**src/rtl/lcf_pkg.sv**
```systemverilog
// package for the rgb565 low depth color fix unit
// holds pixel types, correction limits and channel expansion functions
// no dependencies
`timescale 1ns / 1ps
`default_nettype none

package lcf_pkg;

    localparam int PIXEL_W = 16;
    localparam int CHAN_W  = 8;

    typedef logic [PIXEL_W-1:0] t_pixel;
    typedef logic [CHAN_W-1:0]  t_chan;

    localparam t_chan DARK_LIMIT   = 8'd20;
    localparam t_chan BRIGHT_LIMIT = 8'd220;
    localparam t_chan GREY_SPREAD  = 8'd12;
    localparam t_chan TINT_MARGIN  = 8'd8;
    localparam t_pixel WHITE_PIXEL = 16'hFFFF;
    localparam t_pixel BLACK_PIXEL = 16'h0000;
    localparam logic ENABLE_RESET  = 1'b1;

    // v * 255 / 31 = 8v + floor(7v / 31)
    function automatic t_chan expand5(input logic [4:0] v);
        logic [2:0] frac;
        frac = 3'((v >= 5'd5) ? 1 : 0) + 3'((v >= 5'd9) ? 1 : 0)
             + 3'((v >= 5'd14) ? 1 : 0) + 3'((v >= 5'd18) ? 1 : 0)
             + 3'((v >= 5'd23) ? 1 : 0) + 3'((v >= 5'd27) ? 1 : 0)
             + 3'((v == 5'd31) ? 1 : 0);
        return {v, 3'b000} + {5'd0, frac};
    endfunction

    // v * 255 / 63 ~ 4v + min(floor(v / 21), 2); an input of 63 gives 254, not 255
    function automatic t_chan expand6(input logic [5:0] v);
        logic [1:0] frac;
        frac = 2'((v >= 6'd21) ? 1 : 0) + 2'((v >= 6'd42) ? 1 : 0);
        return {v, 2'b00} + {6'd0, frac};
    endfunction

endpackage

`default_nettype wire

```
**src/rtl/lcf_correct.sv**
```systemverilog
// combinational color correction of one rgb565 pixel
// depends on lcf_pkg
`timescale 1ns / 1ps
`default_nettype none

module lcf_correct
    import lcf_pkg::*;
(
    input  wire logic   i_enable,
    input  wire t_pixel i_pixel,
    output t_pixel      o_pixel
);

    t_chan      red;
    t_chan      green;
    t_chan      blue;
    t_chan      hi;
    t_chan      lo;
    t_chan      rb_max;
    t_chan      rb_min;
    t_chan      rb_diff;
    t_chan      green_fix;
    logic [8:0] red_m;
    logic [8:0] blue_m;
    logic       tint;

    always_comb begin
        red    = expand5(i_pixel[15:11]);
        green  = expand6(i_pixel[10:5]);
        blue   = expand5(i_pixel[4:0]);
        rb_max = (red > blue) ? red : blue;
        rb_min = (red > blue) ? blue : red;
        hi     = (green > rb_max) ? green : rb_max;
        lo     = (green < rb_min) ? green : rb_min;
        rb_diff = rb_max - rb_min;
        red_m  = {1'b0, red} + {1'b0, TINT_MARGIN};
        blue_m = {1'b0, blue} + {1'b0, TINT_MARGIN};
        tint   = (rb_diff < GREY_SPREAD) && ({1'b0, green} > red_m)
                 && ({1'b0, green} > blue_m);
        green_fix = tint ? rb_max : green;

        if (!i_enable) begin
            o_pixel = i_pixel;
        end else if (hi < DARK_LIMIT) begin
            o_pixel = BLACK_PIXEL;
        end else if (lo > BRIGHT_LIMIT) begin
            o_pixel = WHITE_PIXEL;
        end else begin
            o_pixel = {red[7:3], green_fix[7:2], blue[7:3]};
        end
    end

endmodule

`default_nettype wire

```
**config.mk**
```make
export PLATFORM = sky130hd
export DESIGN_NAME = lcf_correct
export DESIGN_NICKNAME = d
export VERILOG_FILES = /design/src/rtl/lcf_pkg.sv /design/src/rtl/lcf_correct.sv
export SDC_FILE = /design/constraint.sdc
export NUM_CORES = 1
export LEC_CHECK = 0
export ABC_AREA = 1
export ABC_CLOCK_PERIOD_IN_PS = 12300
export BUFFER_PORTS_ARGS = -buffer_cell sky130_fd_sc_hd__buf_2
export CAP_MARGIN = 20
export CORE_MARGIN = 1.5
export CORE_UTILIZATION = 60
export DETAILED_ROUTE_END_ITERATION = 8
export PLACE_DENSITY = 0.83
export SYNTH_ARGS = -nofsm -noshare
export SYNTH_HDL_FRONTEND = slang
export SYNTH_SLANG_ARGS = --single-unit
```
**constraint.sdc**
```tcl
create_clock -name vclk -period 12.3
set_input_delay 2.46 -clock vclk [all_inputs]
set_output_delay 2.46 -clock vclk [all_outputs]
set_load 0.005 [all_outputs]
```
==> results.ini, run 1 <==
[run_status]
status = finished clean

[die]
core-area_sq_um = 3716
io_pins = 33
start_util_pct = 63.54
die_w_um = 65.73
fp.dieH_um = 65.73
dieArea_sq_um = 4320
rows = 22

[grt]
antenna_found_initial = 0
grt_overflow_total = 0
grt_pass1_vias = 2458
grt_max_degree = 22
grt_pass1_wl_um = 11290
gr-usage-all-layers_pct = 32.97

[logic_synthesis]
syn-num-nets = 471
synth.distinct_cells = 40
yosys.area.top_type_share_pct = 24.38
synthCells = 400
synth_area_leaders = ha_1 24%, nand2_1 19%, inv_1 9.4%
synth_seq_area_share_pct = 0
avgSynthCellArea_sq_um = 5.903
syn_area_sq_um = 2361
yosys_warnings = 0
yosys.area.top_type = ha_1

[power]
leakagePower_uw = 0.001468
finalPower_uw = 210.2
p_per_area_nw_per_um2 = 82.43
ir_drop_v = 0.00005405

[timing]
finalMaxSlewViolations = 0
tightest_slew_ps = 473.0
hold_ws_ps = 5331
rsz0062_at_grt = no
max_clock_freq_mhz = 88.05
final-setup-viol-count = 0
tns_ps = 0
min_period_ps = 11360
relSlewSlack_pct = 68.37
finalCritPeriodShare_pct = 92.33
finalHoldViolCount = 0

[critical_path]
cpPeakStageDelay_ps = 520
cp-start-kind = input pin
critical_path_class = input pin to output port
arrival_ps = 8900
cp_max_fo = 21
cpMostUsedCell = inv_1
endpoint_kind = output port
critPathRequiredTime_ps = 9840
slowest_stage = fa_1

[final_layout]
fin_nets = 501
area_delta_synth_final_pct = 8.002
final-seq-area_sq_um = 0
clkbuf_count = 0
layout-drive-gt1-share_pct = 12.15
diodes = 0
final_cell_mix = 120 x nand2_1, 59 x inv_1, 46 x ha_1
mostFrequentLayoutCell = nand2_1
fill_cells = 354
flops_and_latches = 0

[worst_hold_path]
hold_start = i_pixel[9]
holdCritPathClass = input pin to output port
min_to = o_pixel[9]
hold_depth = 4

[clocking]
cts_resized = 0
cts_setup_buffers = 0
cts_hold_buffers = 0

[placement]
gp_congestion = 0.9659
port_buffers = 33
place_hpwl_um = 5439

[route]
wl_per_cell_um = 14.02
post_drt_via_cell_ratio = 5.714
drtIter0Drc = 367
vias = 2720
drc = 0
antenna_left = 0
wirelength_um = 6673
first_pass_iters = 7

[job]
drv_cap = 0

## logic make-up (layout without fill, tap and decap cells)
| kind of cell | count (synthesis) | after routing | share of synthesized area, % |
|---|---|---|---|
| compound gates | 66 | 66 | 16.64 |
| xor+xnor | 2 | 2 | 1.060 |
| fa+ha+maj | 54 | 54 | 31.16 |
| buf+inv | 65 | 93 | 11.08 |
| simple gates | 213 | 213 | 40.06 |
## final cells by class
type | count | area [sq um] | share of cell area (%)
inverter | 60 | 225.2 | 8.832
multi-input combinational | 335 | 2100 | 82.34
tap | 48 | 60.06 | 2.355
timing repair buffer | 33 | 165.2 | 6.477
## metal layers
metal	wire, um	up-vias	global-route usage, %
met2	2982	111	55.05
met4	40	0	4.427
li1	-	1397	-
met3	504	4	1.884
met1	3145	1208	47.60
met5	0	-	0
## critical path: cells and delay by family
| kind | cells | cell delay [ps] |
|---|---|---|
| AND/OR/NAND/NOR | 9 | 1960 |
| buffers and inverters | 7 | 740 |
| AO/OA/AOI/OAI | 5 | 1000 |
| adder cells (fa/ha/maj) | 7 | 2750 |
## synth_stat cells (2+ instances only)
master	instances
a211oi_1	3
a21o_1	2
a21oi_1	31
buf_2	2
buf_6	2
fa_1	8
ha_1	46
inv_1	59
nand2_1	120
nand2_2	9
nand3_1	35
nand4_1	9
nor2_1	24
nor3_1	3
nor4_1	5
o21a_1	2
o21ai_0	14
o21ai_1	2
o31ai_1	2
o32ai_1	2
## where the power goes
group,switching [uW],internal [uW]
clock,0,0
combinational,135,75.6
sequential,0,0
total,135,75.6
## worst max path at each step
stage	slack, ps	end	startpoint	cells after the start
floorplan	2190	o_pixel[0]	i_pixel[1]	30
global placement	1260	o_pixel[0]	i_pixel[1]	28
detailed placement	1110	o_pixel[0]	i_pixel[1]	28
CTS	1100	o_pixel[0]	i_pixel[1]	28
global route	470	o_pixel[1]	i_pixel[1]	28
finish	940	o_pixel[0]	i_pixel[1]	28
## stage by stage
step                      util [%]  worst slack, ps  cell area [sq um]  std cells
after global routing         68.62            472.0               2550        476
final                        68.62            943.3               2550        476
after global placement       68.62             1258               2550        476
after detailed placement     68.62             1114               2550        476
after floorplan                  -             2187               2361        400
after CTS                    68.62             1098               2550        476
Note: power is estimated with default switching activity, not from simulation.
==> inputs of run 2 (changes only) <==
--- a/config.mk
+++ b/config.mk
@@ -10,9 +10,9 @@
 export BUFFER_PORTS_ARGS = -buffer_cell sky130_fd_sc_hd__buf_2
 export CAP_MARGIN = 20
 export CORE_MARGIN = 1.5
-export CORE_UTILIZATION = 60
+export CORE_UTILIZATION = 55
 export DETAILED_ROUTE_END_ITERATION = 8
-export PLACE_DENSITY = 0.83
+export PLACE_DENSITY = 0.77
 export SYNTH_ARGS = -nofsm -noshare
 export SYNTH_HDL_FRONTEND = slang
 export SYNTH_SLANG_ARGS = --single-unit
==> run 2 against run 1 <==
Compared with the run above:
- setup slack lost 120 ps
- cell count grew 0.42%
- count of clock-buffer cells in the layout is the same
- via count grew 1.3%
- die area grew 8.7%
- non-clock buffer count is the same
- combinational power is essentially flat
- critical path type unchanged
- critical endpoint unchanged
==> results.ini, run 2 (same netlist as run 1, synthesis figures left out) <==
[run_status]
status = finished clean

[timing]
max_clock_freq_mhz = 87.16
min_period_ps = 11470
tightest_slew_ps = 463.2
finalMaxSlewViolations = 0
rsz0062_at_grt = no
tns_ps = 0
finalHoldViolCount = 0
finalCritPeriodShare_pct = 93.28
final-setup-viol-count = 0
relSlewSlack_pct = 69.03

[route]
vias = 2754
wl_per_cell_um = 14.56
antenna_left = 0
post_drt_via_cell_ratio = 5.762
wirelength_um = 6960
drtIter0Drc = 362
first_pass_iters = 5
drc = 0

[die]
dieArea_sq_um = 4695
die_w_um = 68.52
core-area_sq_um = 4058
fp.dieH_um = 68.52
start_util_pct = 58.19
rows = 23
io_pins = 33

[clocking]
cts_resized = 0
cts_setup_buffers = 0
cts_hold_buffers = 0

[job]
drv_cap = 0

[worst_hold_path]
min_to = o_pixel[5]
hold_start = i_pixel[5]
hold_depth = 4
holdCritPathClass = input pin to output port

[critical_path]
cp-start-kind = input pin
critical_path_class = input pin to output port
endpoint_kind = output port
critPathRequiredTime_ps = 9840
cp_max_fo = 21
arrival_ps = 9010

[placement]
port_buffers = 33
dpl_cell_area_sq_um = 2552
place_hpwl_um = 5654
gp_congestion = 0.9763

[final_layout]
final-seq-area_sq_um = 0
clkbuf_count = 0
layout-drive-gt1-share_pct = 12.15
utilization_pct = 62.90
stdcell_area_sq_um = 2552
diodes = 0
area_delta_synth_final_pct = 8.108
fin_nets = 501
final_cell_mix = 120 x nand2_1, 59 x inv_1, 46 x ha_1
mostFrequentLayoutCell = nand2_1
flops_and_latches = 0

[grt]
grt_max_degree = 22
grt_overflow_total = 0
grt_pass1_vias = 2207
gr-usage-all-layers_pct = 30.14
antenna_found_initial = 0
grt_pass1_wl_um = 10740

[power]
p_per_area_nw_per_um2 = 82.65
leakagePower_uw = 0.001468
ir_drop_v = 0.00004907

run 2: cell counts in the layout (fill, tap and decap cells not counted):
No cell type changed its count.
run 2: cell type report:
type,count,area [sq um]
timing repair buffer,33,165.2
fill,421,1505
multi-input combinational,335,2100
inverter,60,225.2
tap,50,62.56
run 2: critical path: stages:
cell,delay [ps]
buf_2,160
inv_1,180
ha_1,180
inv_1,50
nor4_1,180
a21oi_1,100
fa_1,490
fa_1,520
fa_1,440
fa_1,470
ha_1,380
nand2_1,100
inv_1,80
nand4_1,390
nand2_2,470
nand2_1,100
o21ai_1,180
inv_1,110
ha_1,280
nand2_1,60
inv_1,50
nand3_1,80
o32ai_1,350
nand3_1,120
o32ai_1,340
and2_1,410
a21oi_1,110
buf_2,150
run 2: power by group:
part	switching [uW]	internal (uW)	leakage (uW)
Combinational	136	75.2	0.00147
Sequential	0	0	0
Clock	0	0	0
Total	136	75.2	0.00147
run 2: worst max path at each step:
stage,start,to,slack (ps),cells after the start
after floorplan,i_pixel[1],o_pixel[0],2190,30
after global placement,i_pixel[1],o_pixel[0],1180,28
after detailed placement,i_pixel[1],o_pixel[0],960,28
after CTS,i_pixel[1],o_pixel[0],950,28
after global routing,i_pixel[1],o_pixel[0],380,28
final,i_pixel[1],o_pixel[0],830,28
run 2: per-stage QoR:
step | hold slack [ps] | std cells | worst slack [ps] | total power (uW)
after floorplan | 5017 | 400 | 2187 | 155.3
after global placement | 5328 | 478 | 1181 | 203.4
after detailed placement | 5331 | 478 | 964.3 | 206.7
after CTS | 5332 | 478 | 953.7 | 207.8
after global routing | 5363 | 478 | 378.4 | 237.1
final | 5331 | 478 | 826.9 | 211.0
run 2: layer usage:
layer	GRT usage [%]	routed length [um]
met2	48.56	3100
met4	1.750	36
met1	46.73	3275
met5	0	0
met3	0.4870	548
==> inputs of run 3 (changes only) <==
--- a/config.mk
+++ b/config.mk
@@ -5,14 +5,13 @@
 export SDC_FILE = /design/constraint.sdc
 export NUM_CORES = 1
 export LEC_CHECK = 0
-export ABC_AREA = 1
 export ABC_CLOCK_PERIOD_IN_PS = 12300
 export BUFFER_PORTS_ARGS = -buffer_cell sky130_fd_sc_hd__buf_2
 export CAP_MARGIN = 20
 export CORE_MARGIN = 1.5
 export CORE_UTILIZATION = 55
 export DETAILED_ROUTE_END_ITERATION = 8
-export PLACE_DENSITY = 0.77
+export PLACE_DENSITY = 0.76
 export SYNTH_ARGS = -nofsm -noshare
 export SYNTH_HDL_FRONTEND = slang
 export SYNTH_SLANG_ARGS = --single-unit
==> run 3 against run 2 <==
Compared with the run above:
- via count up 5.8%
- utilization decreased by 3.0 points
- largest cell class unchanged
- final area rose by 11%
- sequential share of layout area stayed put
- non-clock buffer count up 3
- highest routed layer unchanged
==> results.ini, run 3 <==
[die]
die_w_um = 72.95
rows = 25
dieArea_sq_um = 5322
core-area_sq_um = 4723
fp.dieH_um = 72.95
io_pins = 33
start_util_pct = 56.98

[critical_path]
critPathLaunch = i_pixel[12]
arrival_ps = 9400
cp_max_fo = 26
critPathRequiredTime_ps = 9840
critical_path_class = input pin to output port
cp-start-kind = input pin
endpoint_kind = output port

[timing]
relSlewSlack_pct = 43.01
hold_ws_ps = 5378
tns_ps = 0
final-setup-viol-count = 0
max_clock_freq_mhz = 84.28
min_period_ps = 11860
finalMaxSlewViolations = 0
finalCritPeriodShare_pct = 96.46
finalHoldViolCount = 0
tightest_slew_ps = 848.7
rsz0062_at_grt = no

[worst_hold_path]
holdCritPathClass = input pin to output port
hold_start = i_pixel[6]

[placement]
port_buffers = 33
gp_congestion = 0.9734
place_hpwl_um = 6166
dpl_cell_area_sq_um = 2825

[logic_synthesis]
synth_seq_area_share_pct = 0
yosys.area.top_type_share_pct = 21.39
yosys_warnings = 0
netlist_top_cells_count = 46 x ha_1, 24 x a21oi_1, 23 x inv_1, 23 x nor2_1, 20 x nand2_1
yosys.cell_count.top_type = ha_1
synth_area_leaders = ha_1 21%, fa_1 6.0%, o21a_1 5.3%
yosys.area.top_type = ha_1
avgSynthCellArea_sq_um = 7.455
syn_area_sq_um = 2691
synth.distinct_cells = 59
syn-num-nets = 432
synthCells = 361

[final_layout]
clkbuf_count = 0
final_cell_mix = 46 x ha_1, 33 x buf_2, 24 x a21oi_1
stdcell_area_sq_um = 2830
area_delta_synth_final_pct = 5.160
multiInputGateArea_sq_um = 2472
fill_cells = 454
diodes = 0
final-seq-area_sq_um = 0
layout-drive-gt1-share_pct = 14.56
mostFrequentLayoutCell = ha_1
fin_nets = 444
flops_and_latches = 0

[route]
post_drt_via_cell_ratio = 6.655
wirelength_um = 7993
vias = 2915
drtIter0Drc = 262
drc = 0
first_pass_iters = 5
antenna_left = 0
wl_per_cell_um = 18.25

[run_status]
status = finished clean

[grt]
gr-usage-all-layers_pct = 31.78
grt_max_degree = 27
grt_pass1_wl_um = 13420
grt_pass1_vias = 2604
grt_overflow_total = 0
antenna_found_initial = 0

[power]
finalPower_uw = 227.7
p_per_area_nw_per_um2 = 80.45
ir_drop_v = 0.00003109
leakagePower_uw = 0.001275

[job]
drv_cap = 0

-- run 3: cell count changes in the layout (fill, tap and decap cells not counted), moves of 9 or more --
cell,delta
nor3_1,+9
o311ai_0,+9
nand2_2,-9
inv_1,-36
mux2i_1,+10
o21a_1,+17
nand3_1,-25
nand2_1,-100
-- run 3: worst max-delay path, stage by stage --
cell     delay [ps]
buf_2           240
inv_1           170
ha_1            220
or4_1           390
a21oi_1         210
fa_1            490
fa_1            530
fa_1            450
fa_1            510
inv_1           140
ha_1            320
nand3_1         160
or3_1           500
nand2_8         240
mux2_2          360
ha_1            290
a21o_1          180
a211o_1         280
a21oi_1         120
o21ai_0         140
mux2i_2         380
and2_2          350
o21a_1          140
buf_2           100
-- run 3: power by group --
part	total (uW)	switching, uW	internal, uW
registers	0	0	0
logic	228	137	91.1
clock network	0	0	0
-- run 3: area by class of cell --
type | instances | share of cell area (%)
multi-input cells | 312 | 87.36
well taps | 67 | 2.962
inverters | 23 | 3.050
repair buffers | 36 | 6.631
-- run 3: final timing paths --
check | end | slack [ps] | cells after the start
worst max-delay path | o_pixel[15] | 440 | 24
worst min-delay path | o_pixel[6] | 5380 | 4
-- run 3: repair_timing --
| item | CTS | global route |
|---|---|---|
| hold buffers | 0 | 0 |
| hold endpoints to repair | 0 | 0 |
| buffers inserted | 0 | 0 |
| gates resized for setup | 0 | 2 |
| endpoints found under the setup margin | 0 | 10 |
-- run 3: logic make-up after synthesis --
kind of cell | Yosys count | share of synthesized area [%]
and+or+nand+nor | 119 | 24.50
AOI/OAI and AO/OA | 118 | 32.22
adders and majority gates | 54 | 27.34
buffers and inverters | 49 | 8.322
muxes | 14 | 5.346
xor gates and xnor gates | 7 | 2.278
-- run 3: metrics by stage --
| step | setup WS, ps | std cells | util [%] |
|---|---|---|---|
| 3_5_place_dp | 363.6 | 438 | 59.81 |
| 3_3_place_gp | 469.8 | 438 | 59.81 |
| 6_report | 435.4 | 438 | 59.92 |
| 5_1_grt | 67.14 | 438 | 59.92 |
| 4_1_cts | 334.0 | 438 | 59.81 |
| 2_1_floorplan | 839.1 | 361 | - |
-- run 3: layer usage --
layer | track usage (%) | vias to the layer above | part of all wire (%)
met5 | 0 | - | 0
met4 | 7.757 | 0 | 1.9
met3 | 1.934 | 21 | 7.6
met2 | 47.50 | 153 | 43
met1 | 49.20 | 1343 | 47
li1 | - | 1398 | -
